**config.mk**
```make
export PLATFORM = sky130hd
export DESIGN_NAME = polygon_edge_setup_core
export DESIGN_NICKNAME = d
export VERILOG_FILES = /design/src/rtl/pes_pkg.sv /design/src/rtl/pes_div.sv /design/src/rtl/polygon_edge_setup_core.sv
export SDC_FILE = /design/constraint.sdc
export NUM_CORES = 1
export LEC_CHECK = 0
export ABC_AREA = 0
export BUFFER_PORTS_ARGS = -buffer_cell sky130_fd_sc_hd__buf_2
export CAP_MARGIN = 20
export CORE_UTILIZATION = 60
export DETAILED_ROUTE_END_ITERATION = 6
export PLACE_DENSITY = 0.82
export SYNTH_ARGS = -nofsm -noshare
export SYNTH_HDL_FRONTEND = slang
export SYNTH_SLANG_ARGS = --single-unit
```
**constraint.sdc**
```tcl
create_clock -name clk -period 17.1 [get_ports clk]
set_input_delay 5.13 -clock clk [delete_from_list [all_inputs] [get_ports clk]]
set_output_delay 5.13 -clock clk [all_outputs]
set_load 0.02 [all_outputs]
```
**src/rtl/pes_pkg.sv**
```systemverilog
`timescale 1ns / 1ps
// pes_pkg: shared widths, types and status struct for the polygon edge setup block.
// Used by pes_div and polygon_edge_setup_core; depends on nothing.
package pes_pkg;

    localparam int CoordBits = 12;
    localparam int StepBits  = CoordBits + 1;
    localparam int WideBits  = CoordBits + 2;
    localparam int CntBits   = $clog2(CoordBits);

    typedef logic [CoordBits-1:0] coord_t;
    typedef logic [StepBits-1:0]  step_t;
    typedef logic [WideBits-1:0]  wide_t;
    typedef logic [CntBits-1:0]   cnt_t;

    typedef struct packed {
        logic busy;
        logic done;
    } div_status_t;

endpackage

```
**src/rtl/pes_div.sv**
```systemverilog
`timescale 1ns / 1ps
// pes_div: bit-serial restoring divider, one quotient bit per cycle.
// Unsigned magnitude divide of two coordinates; uses pes_pkg.
module pes_div
(
    input  logic                 clk,
    input  logic                 rst_n,
    input  logic                 start,
    input  pes_pkg::coord_t      dividend,
    input  pes_pkg::coord_t      divisor,
    output pes_pkg::div_status_t status,
    output pes_pkg::coord_t      quotient,
    output pes_pkg::coord_t      remainder
);

    logic                         busy_reg;
    logic                         done_reg;
    pes_pkg::cnt_t                cnt_reg;
    pes_pkg::coord_t              quo_reg;
    pes_pkg::coord_t              rem_reg;
    pes_pkg::coord_t              dvs_reg;
    logic [pes_pkg::CoordBits:0]  shifted;
    logic [pes_pkg::CoordBits:0]  diff;
    logic                         fits;

    assign shifted = {rem_reg, quo_reg[pes_pkg::CoordBits-1]};
    assign diff    = shifted - {1'b0, dvs_reg};
    assign fits    = (shifted >= {1'b0, dvs_reg});

    always_ff @(posedge clk or negedge rst_n)
    begin
        if (!rst_n)
        begin
            busy_reg <= 1'b0;
            done_reg <= 1'b0;
            cnt_reg  <= '0;
        end
        else
        begin
            done_reg <= 1'b0;
            if (start)
            begin
                busy_reg <= 1'b1;
                cnt_reg  <= pes_pkg::CntBits'(pes_pkg::CoordBits - 1);
            end
            else if (busy_reg)
            begin
                if (cnt_reg == '0)
                begin
                    busy_reg <= 1'b0;
                    done_reg <= 1'b1;
                end
                else
                begin
                    cnt_reg <= cnt_reg - 1'b1;
                end
            end
        end
    end

    always_ff @(posedge clk)
    begin
        if (start)
        begin
            quo_reg <= dividend;
            dvs_reg <= divisor;
            rem_reg <= '0;
        end
        else if (busy_reg)
        begin
            quo_reg <= {quo_reg[pes_pkg::CoordBits-2:0], fits};
            rem_reg <= fits ? diff[pes_pkg::CoordBits-1:0] : shifted[pes_pkg::CoordBits-1:0];
        end
    end

    assign status.busy = busy_reg;
    assign status.done = done_reg;
    assign quotient    = quo_reg;
    assign remainder   = rem_reg;

endmodule

```
**src/rtl/polygon_edge_setup_core.sv**
```systemverilog
`timescale 1ns / 1ps
// polygon_edge_setup_core: one polygon edge per transfer; orders the vertices and derives
// the scanline range and Bresenham x-stepping terms, plus running y bounds.
// A sloped edge passes through the bit-serial divider before its result is registered; a
// horizontal edge skips the divider. The block takes one edge at a time: the input
// stalls until the result is registered, and longer while a result waits on out_stall.
// Reset (rst_n, async, active low): idle, no result pending, y bounds at 4095 and 0.
module polygon_edge_setup_core
(
    input  logic                   clk,
    input  logic                   rst_n,
    input  logic                   in_valid,
    output logic                   in_stall,
    input  pes_pkg::coord_t        prev_x,
    input  pes_pkg::coord_t        prev_y,
    input  pes_pkg::coord_t        cur_x,
    input  pes_pkg::coord_t        cur_y,
    input  logic                   polygon_start,
    output logic                   out_valid,
    input  logic                   out_stall,
    output logic                   edge_valid,
    output pes_pkg::coord_t        top_x,
    output pes_pkg::coord_t        top_line,
    output pes_pkg::coord_t        last_line,
    output pes_pkg::step_t         step_main,
    output pes_pkg::wide_t         step_alt,
    output pes_pkg::wide_t         incr_first,
    output pes_pkg::wide_t         incr_second,
    output pes_pkg::wide_t         error_init,
    output logic                   upward,
    output pes_pkg::coord_t        bound_min,
    output pes_pkg::coord_t        bound_max
);

    localparam logic [1:0] ST_IDLE = 2'd0;
    localparam logic [1:0] ST_DIV  = 2'd1;
    localparam logic [1:0] ST_DONE = 2'd2;

    logic [1:0]           state_reg;
    logic [1:0]           state_next;
    logic                 in_xfer;
    logic                 out_xfer;
    logic                 load;

    logic                 up_in;
    logic                 valid_in;
    logic                 neg_in;
    pes_pkg::coord_t      tx_in;
    pes_pkg::coord_t      ty_in;
    pes_pkg::coord_t      bx_in;
    pes_pkg::coord_t      by_in;
    pes_pkg::coord_t      dy_in;
    pes_pkg::coord_t      dxm_in;
    pes_pkg::coord_t      low_base;
    pes_pkg::coord_t      high_base;

    logic                 valid_reg;
    logic                 up_reg;
    logic                 neg_reg;
    pes_pkg::coord_t      tx_reg;
    pes_pkg::coord_t      ty_reg;
    pes_pkg::coord_t      last_reg;
    pes_pkg::coord_t      dy_reg;
    pes_pkg::coord_t      low_reg;
    pes_pkg::coord_t      high_reg;

    pes_pkg::div_status_t div_st;
    pes_pkg::coord_t      quo;
    pes_pkg::coord_t      rem;
    pes_pkg::wide_t       q_wide;
    pes_pkg::wide_t       q_inc;
    pes_pkg::wide_t       i1;
    pes_pkg::wide_t       i2;

    logic                 out_valid_reg;
    logic                 edge_valid_reg;
    pes_pkg::coord_t      top_x_reg;
    pes_pkg::coord_t      top_line_reg;
    pes_pkg::coord_t      last_line_reg;
    pes_pkg::step_t       step_main_reg;
    pes_pkg::wide_t       step_alt_reg;
    pes_pkg::wide_t       incr_first_reg;
    pes_pkg::wide_t       incr_second_reg;
    pes_pkg::wide_t       error_init_reg;
    logic                 upward_reg;
    pes_pkg::coord_t      bound_min_reg;
    pes_pkg::coord_t      bound_max_reg;

    assign in_stall = (state_reg != ST_IDLE);
    assign in_xfer  = in_valid && !in_stall;
    assign out_xfer = out_valid_reg && !out_stall;
    assign load     = (state_reg == ST_DONE) && (!out_valid_reg || !out_stall);

    // vertex ordering and |dx|
    assign up_in    = (cur_y < prev_y);
    assign valid_in = (cur_y != prev_y);
    assign tx_in    = up_in ? cur_x : prev_x;
    assign ty_in    = up_in ? cur_y : prev_y;
    assign bx_in    = up_in ? prev_x : cur_x;
    assign by_in    = up_in ? prev_y : cur_y;
    assign dy_in    = by_in - ty_in;
    assign neg_in   = (bx_in < tx_in);
    assign dxm_in   = neg_in ? (tx_in - bx_in) : (bx_in - tx_in);

    assign low_base  = polygon_start ? '1 : low_reg;
    assign high_base = polygon_start ? '0 : high_reg;

    pes_div u_div
    (
        .clk       (clk),
        .rst_n     (rst_n),
        .start     (in_xfer && valid_in),
        .dividend  (dxm_in),
        .divisor   (dy_in),
        .status    (div_st),
        .quotient  (quo),
        .remainder (rem)
    );

    always_comb
    begin
        state_next = state_reg;
        unique case (state_reg)
            ST_IDLE:
            begin
                if (in_xfer)
                begin
                    state_next = valid_in ? ST_DIV : ST_DONE;
                end
            end
            ST_DIV:
            begin
                if (div_st.done)
                begin
                    state_next = ST_DONE;
                end
            end
            ST_DONE:
            begin
                if (load)
                begin
                    state_next = ST_IDLE;
                end
            end
            default:
            begin
                state_next = ST_IDLE;
            end
        endcase
    end

    always_ff @(posedge clk or negedge rst_n)
    begin
        if (!rst_n)
        begin
            state_reg     <= ST_IDLE;
            out_valid_reg <= 1'b0;
            low_reg       <= '1;
            high_reg      <= '0;
        end
        else
        begin
            state_reg <= state_next;
            if (load)
            begin
                out_valid_reg <= 1'b1;
            end
            else if (out_xfer)
            begin
                out_valid_reg <= 1'b0;
            end
            if (in_xfer)
            begin
                low_reg  <= (valid_in && (prev_y < low_base)) ? prev_y : low_base;
                high_reg <= (valid_in && (prev_y > high_base)) ? prev_y : high_base;
            end
        end
    end

    always_ff @(posedge clk)
    begin
        if (in_xfer)
        begin
            valid_reg <= valid_in;
            up_reg    <= up_in;
            neg_reg   <= neg_in;
            tx_reg    <= tx_in;
            ty_reg    <= ty_in;
            last_reg  <= by_in - 1'b1;
            dy_reg    <= dy_in;
        end
    end

    // q = |dx| / dy, r = |dx| % dy; incr_first = 2(r - dy), incr_second = 2r
    assign q_wide = pes_pkg::WideBits'(quo);
    assign q_inc  = q_wide + 1'b1;
    assign i1     = (pes_pkg::WideBits'(rem) - pes_pkg::WideBits'(dy_reg)) << 1;
    assign i2     = pes_pkg::WideBits'(rem) << 1;

    always_ff @(posedge clk)
    begin
        if (load)
        begin
            edge_valid_reg <= valid_reg;
            bound_min_reg  <= low_reg;
            bound_max_reg  <= high_reg;
            if (valid_reg)
            begin
                top_x_reg       <= tx_reg;
                top_line_reg    <= ty_reg;
                last_line_reg   <= last_reg;
                step_main_reg   <= neg_reg ? pes_pkg::StepBits'(-q_wide)
                                           : pes_pkg::StepBits'(q_wide);
                step_alt_reg    <= neg_reg ? -q_inc : q_inc;
                incr_first_reg  <= i1;
                incr_second_reg <= i2;
                error_init_reg  <= neg_reg ? i1 : i2;
                upward_reg      <= up_reg;
            end
            else
            begin
                top_x_reg       <= '0;
                top_line_reg    <= '0;
                last_line_reg   <= '0;
                step_main_reg   <= '0;
                step_alt_reg    <= '0;
                incr_first_reg  <= '0;
                incr_second_reg <= '0;
                error_init_reg  <= '0;
                upward_reg      <= 1'b0;
            end
        end
    end

    assign out_valid   = out_valid_reg;
    assign edge_valid  = edge_valid_reg;
    assign top_x       = top_x_reg;
    assign top_line    = top_line_reg;
    assign last_line   = last_line_reg;
    assign step_main   = step_main_reg;
    assign step_alt    = step_alt_reg;
    assign incr_first  = incr_first_reg;
    assign incr_second = incr_second_reg;
    assign error_init  = error_init_reg;
    assign upward      = upward_reg;
    assign bound_min   = bound_min_reg;
    assign bound_max   = bound_max_reg;

`ifndef SYNTH
    a_div_blocks_input: assert property (@(posedge clk) disable iff (!rst_n)
        div_st.busy |-> in_stall)
        else $error("input taken while divider busy");

    a_skip_zero: assert property (@(posedge clk) disable iff (!rst_n)
        (out_valid && !edge_valid) |-> (step_main == '0 && error_init == '0 && !upward))
        else $error("horizontal edge result not cleared");

    a_bounds_order: assert property (@(posedge clk) disable iff (!rst_n)
        (out_valid && edge_valid) |-> (bound_min <= bound_max && top_line <= last_line))
        else $error("bounds or scanline range out of order");
`endif

endmodule
```
==> impl_summary.log, run 1 <==
[metrics] final weighted congestion in routability-driven placement: 0.9448
[metrics] fraction of synthesized area in multiplexers: around 1.9%
[metrics] number of flip-flops under the largest register name: 14
[metrics] I/O pin count: 186
[metrics] Fin Clk Skew: 20.39 ps
[metrics] crit end category: flop
[metrics] clock tree from TritonCTS: built
[metrics] clock latency reported for the late side of the worst-skew pair: 530 ps
[metrics] clock slew seen by the registers of the worst setup and hold paths: 60 ps
[metrics] critical path fanouts, max: 17
[metrics] XOR/XNOR Fraction of Synth Area: 4.829%
[metrics] Worst slew margin: between 30% and 40%
[metrics] Port-buffer cells: 181
[metrics] diode insertion count for antenna repair: 0
[metrics] run status: finished, final reports clean
[metrics] CTS Sinks: between 200 and 250
[metrics] number of global-route vias before repair: 9924
[metrics] commonest register cell after synthesis: edfxtp_1
[metrics] sum of negative setup slack: 0 ps
[metrics] cell family with the largest share of critical-path delay: compound AO/OA/AOI/OAI gates
[metrics] library cells used by synthesis: 82
[metrics] kind of launch point of the worst setup path: primary input
[metrics] instance count of the mapped netlist: 1367
[metrics] least setup slack across all paths after layout: 8247 ps
[metrics] crit share post-route: 51.77%
[metrics] Clk Tree Root Cell: clkbuf_16
[metrics] count of cells resized by post-cts repair: 0
[metrics] floorplan die height: 155.4 µm
[metrics] leading area contributor after synthesis: edfxtp_1
[metrics] die extent in x: 155.4 µm
[metrics] maximum root-to-sink buffer count: 3
[metrics] final net count: between 1500 and 2000
[metrics] number of flip-flops and latches in the synthesized netlist: approximately 250
[metrics] via total after detailed routing: about 11000
[metrics] die area: approximately 0.024 mm²
[metrics] IR drop worst, VDD: 81.35 µV
[metrics] drt drc: 0
[metrics] final number of hold-violating endpoints: 0
[metrics] floorplan row count: 55
[metrics] Syn-to-layout area delta: 14.06%
[metrics] number of logic stages on the critical path including buffering: 16
[metrics] cell leakage power: 6.572 nW
[metrics] max capacitance violation total: 0
[metrics] most prevalent standard cell on the critical path: ha_1
[metrics] worst-path cell chain: buf_2 -> inv_1 -> ha_1 -> a21o_1 -> a221o_1 -> a21oi_4 -> nand3_1 -> and2_1 -> ha_1 -> o31ai_1 -> a21oi_2 -> nor2_8 -> xnor2_2 -> mux2i_1 -> or3_1 -> a31o_1
[metrics] R2R cell count: 13
[metrics] synthesized area: 0.01412 mm²
[metrics] number of buffers inserted during clock tree synthesis: 26
[metrics] unrepaired setup endpoints after global routing: false
[metrics] Cell Pwr Density: 146.8 mW/mm²
[metrics] DRT antenna net count: 0
[metrics] global-route wire length before repair: around 51000 µm
[metrics] number of warnings printed during yosys synthesis: 0
[metrics] Post-CTS Repair Setup Buffers: 0
[metrics] Clock H-tree levels: 1
[metrics] cts hold-fix bufs: 0
[metrics] compound-gate portion of the synthesized area: between 10 and 15%
[metrics] most common cell in the synthesized netlist: edfxtp_1
[metrics] classification of the worst setup path: in2reg
[metrics] total track usage: between 20% and 30%
[metrics] worst slack at placement: 7815 ps
[metrics] slew at the pin closest to its max-slew limit: 1009 ps
[metrics] async set-reset flop share out of synthesis: between 10% and 20%
[metrics] final worst path period need: 8853 ps
[metrics] pin count of the biggest net entering global routing: 81
[metrics] number of detailed-route iterations in the first pass: 5
[metrics] drt total wl: 32160 µm
[metrics] Routed wire per std cell: 17.29 µm
[metrics] Max Clk Rate: between 100 and 150 MHz
[metrics] number of antenna violations at the first check in global routing: 0
[metrics] area share of and/or/nand/nor cells after synthesis: 16.85%
[metrics] vias per inst: ~5.8
[metrics] total gr overflow: 0
[metrics] worst path bufs/invs: 2
[metrics] data arrival time of the critical path: slightly above 9000 ps
[metrics] number of endpoints failing setup at the final stage: 0
[metrics] detailed placer's ending HPWL: 22790 µm
[metrics] core area: about 0.023 mm²
[metrics] number of slew-limit violations in the final report: 0
[metrics] instance count along the most critical hold path: 0
[metrics] part of the Yosys area used for sequential elements: 50.61%
[metrics] largest stage delay on the critical path: approximately 400 ps
[metrics] share of layout cells above drive strength 1: 17.78%
[metrics] ranking of synthesized cells by area: edfxtp_1 (43%), ha_1 (5.8%), dfrtp_1 (3.7%)
[metrics] adder and majority cell fraction of the synthesized area: 7.053%
[metrics] class of the most critical hold timing path: reg2reg
[metrics] Worst EP required: 17390 ps
[metrics] initial core utilization: 61.81%
[metrics] initial drt markers: 711
[metrics] average instance area after synthesis: 10.33 µm²
[metrics] top cell types by occurrence after synthesis: edfxtp_1 (202), nor2_1 (118), nand2_1 (107)
[metrics] largest family of logic cells by synthesized area: simple AND/OR/NAND/NOR gates
[metrics] number of flops mapped to enable cells by yosys: approximately 200
[metrics] share of the synthesized area in the top cell type: 42.96%
[metrics] cell with the biggest individual delay on the critical path: ha_1
-- worst paths after layout --
path / slack [ps] / start / to
hold reg to reg: 480 / high_reg[0] / bound_max[0]
setup reg to reg: 13260 / u_div.quotient[11] / u_div.remainder[5]
max in group asynchronous: 11940 / rst_n / u_div.cnt_reg[1]
min in group asynchronous: 4660 / rst_n / high_reg[7]
setup / recovery: 8250 / prev_y[5] / u_div.quotient[9]
hold / removal: 480 / high_reg[0] / bound_max[0]
-- logic make-up after synthesis --
family,Yosys count
AND/OR/NAND/NOR,477
AO/OA/AOI/OAI,316
flip-flops,247
buffers and inverters,142
adder cells (fa/ha/maj),81
XOR/XNOR,77
multiplexers,26
other,1
-- power breakdown --
group	internal, mW	switching, mW
clock network	0.336	0.235
logic	0.360	0.485
registers	0.839	0.109
total	1.53	0.829
-- layer usage --
layer | vias up | GRT usage (%) | share of wire, %
met5 | - | 0 | 0
met4 | 0 | 7.796 | 2.0
met3 | 52 | 3.259 | 7.3
met2 | 420 | 43.39 | 46
met1 | 5110 | 36.96 | 44
li1 | 5249 | - | -
-- final cells by class --
cell class | instances | area [µm²]
flip-flops and latches | 247 | 7147
fillers | 1739 | 6740
multi-input cells | 981 | 6410
repair buffers | 193 | 996.0
clock buffers | 32 | 694.4
well taps | 313 | 391.6
inverters | 78 | 292.8
clock inverters | 16 | 175.2
-- metrics by stage --
step | total power [mW] | hold WS [ps] | utilization, % | cell area [µm²] | cells
final | 2.364 | 483.2 | 70.50 | 16110 | 1860
after global routing | 2.503 | 498.6 | 70.50 | 16110 | 1860
after CTS | 2.365 | 481.5 | 70.50 | 16110 | 1860
after detailed placement | 1.788 | 465.8 | 66.69 | 15240 | 1812
after global placement | 1.758 | 445.6 | 66.69 | 15240 | 1812
after floorplan | 1.587 | 435.5 | - | 14130 | 1370
-- placed cells by master (no fill, tap or decap), drive strengths merged, types with 13 or more instances in the layout --
cell and instances:
a21o 17, mux2i 22, o21ai 100, nor2b 32, dfrtp 21, xor2 34, a21oi 73, a31oi 17
nor3 32, ha 66, edfxtp 202, and2 64, a22o 13, nand2b 41, inv 80, nor2 119
or3 13, buf 193, clkbuf 32, o31ai 14, nand3 28, nand2 108, maj3 13, xnor2 43
Note: power is estimated with default switching activity, not from simulation.
==> run 2, diff against run 1 <==
Settings changed: CORE_UTILIZATION 60 to 59, PLACE_DENSITY 0.82 to 0.81.
Clock period 17.1 ns to 8.85 ns, I/O delays scaled along.
==> run 2 against run 1 <==
Setup slack got worse by 5800 ps. Flip-flop and latch count stayed put. Sequential power is 92% higher. Largest power group unchanged. Via count down 1.3%. Highest routed layer unchanged. Register-to-register slack got worse by 8100 ps. Sequential share of layout area grew 0.23 points. Total power is 89% higher. Clock-buffer cell count increased by 1. Core utilization decreased by 2.2 points. First-iteration DRC count shrank 7.2%. Critical path depth is 2 higher.
==> impl_summary.log, run 2 (synthesis results as in run 1) <==
[metrics] vias per inst: 5.743 (was 5.823)
[metrics] detailed placer's ending HPWL: 24130 µm (was 22790 µm)
[metrics] class of the most critical hold timing path: reg2reg (unchanged)
[metrics] Worst slew margin: 32.30% (was 32.63%)
[metrics] via total after detailed routing: 10690 (was 10830)
[metrics] Port-buffer cells: 181 (unchanged)
[metrics] number of buffers inserted during clock tree synthesis: 25 (was 26)
[metrics] initial core utilization: 60.16% (was 61.81%)
[metrics] drt drc: 0 (unchanged)
[metrics] diode insertion count for antenna repair: 0 (unchanged)
[metrics] total gr overflow: 0 (unchanged)
[metrics] least setup slack across all paths after layout: 2414 ps (was 8247 ps)
[metrics] R2R cell count: 13 (unchanged)
[metrics] max capacitance violation total: 0 (unchanged)
[metrics] non-filler cells, final: 1862 (was 1860)
[metrics] IR drop worst, VDD: 197.2 µV (was 81.35 µV)
[metrics] count of placed standard cells including taps: 1818 (was 1812)
[metrics] HP Start: high_reg[0] (unchanged)
[metrics] end of the worst register-to-register path: u_div.remainder[6] (was u_div.remainder[5])
[metrics] launching point of the worst reg2reg path: u_div.quotient[11] (unchanged)
[metrics] Fin Clk Skew: 14.68 ps (was 20.39 ps)
[metrics] kind of launch point of the worst setup path: primary input (unchanged)
[metrics] final number of hold-violating endpoints: 0 (unchanged)
[metrics] number of detailed-route iterations in the first pass: 5 (unchanged)
[metrics] Routed wire per std cell: 18.10 µm (was 17.29 µm)
[metrics] count of cells resized by post-cts repair: 0 (unchanged)
[metrics] floorplan row count: 56 (was 55)
[metrics] top library cells by usage in the layout, fill and taps aside: edfxtp_1 (202), buf_2 (181), nor2_1 (117) (unchanged)
[metrics] drt total wl: 33700 µm (was 32160 µm)
[metrics] Worst EP required: 9060 ps (was 17390 ps)
[metrics] run status: finished, final reports clean (unchanged)
[metrics] initial drt markers: 660 (was 711)
[metrics] Max Clk Rate: 155.4 MHz
[metrics] die area: 0.02456 mm² (was 0.02415 mm²)
[metrics] crit share post-route: 72.72%
[metrics] number of global-route vias before repair: 9955 (was 9924)
[metrics] instance area after placement: 0.01524 mm² (about the same)
[metrics] floorplan die height: 156.7 µm (was 155.4 µm)
[metrics] cell leakage power: 6.514 nW (was 6.572 nW)
[metrics] most frequent standard cell in the layout excluding fill and tap cells: edfxtp_1 (unchanged)
[metrics] final weighted congestion in routability-driven placement: 0.9187 (was 0.9448)
[metrics] largest stage delay on the critical path: 410 ps (about the same)
[metrics] Clk Tree Root Cell: clkbuf_16 (unchanged)
[metrics] maximum root-to-sink buffer count: 3 (unchanged)
[metrics] clock slew seen by the registers of the worst setup and hold paths: 60 ps (about the same)
[metrics] final net count: 1647 (was 1648)
[metrics] pin count of the biggest net entering global routing: 71 (was 81)
[metrics] DRT antenna net count: 0 (unchanged)
[metrics] Syn-to-layout area delta: 13.47% (was 14.06%)
[metrics] Hold Path End: bound_max[0] (unchanged)
[metrics] overall power: 4.477 mW (was 2.364 mW)
[metrics] total track usage: 27.64% (was 26.43%)
[metrics] number of antenna violations at the first check in global routing: 0 (unchanged)
[metrics] clock tree from TritonCTS: built (unchanged)
[metrics] clock latency reported for the late side of the worst-skew pair: 530 ps (about the same)
[metrics] final instance area: 0.01602 mm² (was 0.01611 mm²)
[metrics] global-route wire length before repair: 52610 µm (was 50580 µm)
[metrics] Post-CTS Repair Setup Buffers: 0 (unchanged)
[metrics] core area: 0.02347 mm² (was 0.02285 mm²)
[metrics] final worst path period need: 6436 ps
[metrics] critical path fanouts, max: 65 (was 17)
[metrics] slew at the pin closest to its max-slew limit: 1014 ps (was 1009 ps)
[metrics] number of endpoints failing setup at the final stage: 0 (unchanged)
[metrics] CTS Sinks: 247 (unchanged)
[metrics] share of layout cells above drive strength 1: 17.30% (was 17.78%)
[metrics] number of flip-flops under the largest register name: 14 (unchanged)
[metrics] setup slack on the worst flop-to-flop path: 5140 ps (was 13260 ps)
[metrics] crit end category: flop (unchanged)
[metrics] instance count along the most critical hold path: 0 (unchanged)
[metrics] unrepaired setup endpoints after global routing: false (unchanged)
[metrics] die extent in x: 156.7 µm (was 155.4 µm)
[metrics] Clock H-tree levels: 1 (unchanged)
[metrics] worst slack at placement: 1935 ps (was 7815 ps)
[metrics] worst-path cell chain: buf_2 -> inv_1 -> ha_1 -> a21o_1 -> a221o_1 -> a21oi_4 -> nand2_2 -> buf_4 -> nor2_1 -> a21oi_1 -> ha_1 -> o311a_1 -> nor3_1 -> o21ai_0 -> o21ai_0 -> a21oi_1 -> mux2i_1 -> a32oi_1 (was buf_2 -> inv_1 -> ha_1 -> a21o_1 -> a221o_1 -> a21oi_4 -> nand3_1 -> and2_1 -> ha_1 -> o31ai_1 -> a21oi_2 -> nor2_8 -> xnor2_2 -> mux2i_1 -> or3_1 -> a31o_1)
[metrics] number of slew-limit violations in the final report: 0 (unchanged)
[metrics] classification of the worst setup path: in2reg (unchanged)
[metrics] worst path bufs/invs: 3 (was 2)
[metrics] cell with the biggest individual delay on the critical path: ha_1 (unchanged)
[metrics] cts hold-fix bufs: 0 (unchanged)
[metrics] I/O pin count: 186 (unchanged)
[metrics] data arrival time of the critical path: 6650 ps (was 9140 ps)
[metrics] cell family with the largest share of critical-path delay: compound AO/OA/AOI/OAI gates (unchanged)
[metrics] sum of negative setup slack: 0 ps (unchanged)
[metrics] Cell Pwr Density: 279.4 mW/mm² (was 146.8 mW/mm²)
-- run 2: cell count changes in the layout (fill, tap and decap cells not counted), sizes merged --
cell      before  now
bufinv         3    2
clkbuf        32   33
clkinv        10    5
clkinvlp       1    3
inv           80   79
-- run 2: layout make-up --
type,instances,area (µm²)
Fill cell,1806,7450
Timing Repair Buffer,193,996.0
Clock inverter,11,112.6
Multi-Input combinational cell,981,6410
Clock buffer,33,665.6
Inverter,78,292.8
Sequential cell,247,7147
Tap cell,319,399.1
-- run 2: how the worst max path moves through the flow --
stage	from	to	slack (ps)	depth (start not counted)
after floorplan	out_stall	bound_max[0]	2060	1
after global placement	prev_y[5]	u_div.quotient[10]	2040	18
after detailed placement	prev_y[5]	u_div.quotient[10]	1930	18
after CTS	prev_y[5]	u_div.quotient[10]	2460	18
after global routing	prev_y[7]	u_div.quotient[10]	2100	17
final	prev_y[5]	u_div.quotient[10]	2410	18
-- run 2: per-stage QoR --
stage | util [%] | hold WS, ps
detailed placement | 64.95 | 471.6
global placement | 64.95 | 465.5
floorplan | - | 435.5
finish | 68.26 | 486.1
global route | 68.26 | 510.2
CTS | 68.26 | 489.5
-- run 2: report_power, final --
part	switching [mW]	total [mW]	internal (mW)
combinational	0.948	1.64	0.696
sequential	0.199	1.82	1.62
clock	0.428	1.01	0.586
-- run 2: routing by layer --
layer / up-vias / share of wire [%] / track usage (%)
met1: 5016 / 46 / 39.87
li1: 5224 / - / -
met2: 392 / 45 / 42.96
met5: - / 0 / 0
met4: 0 / 2.5 / 9.197
met3: 62 / 6.7 / 3.739
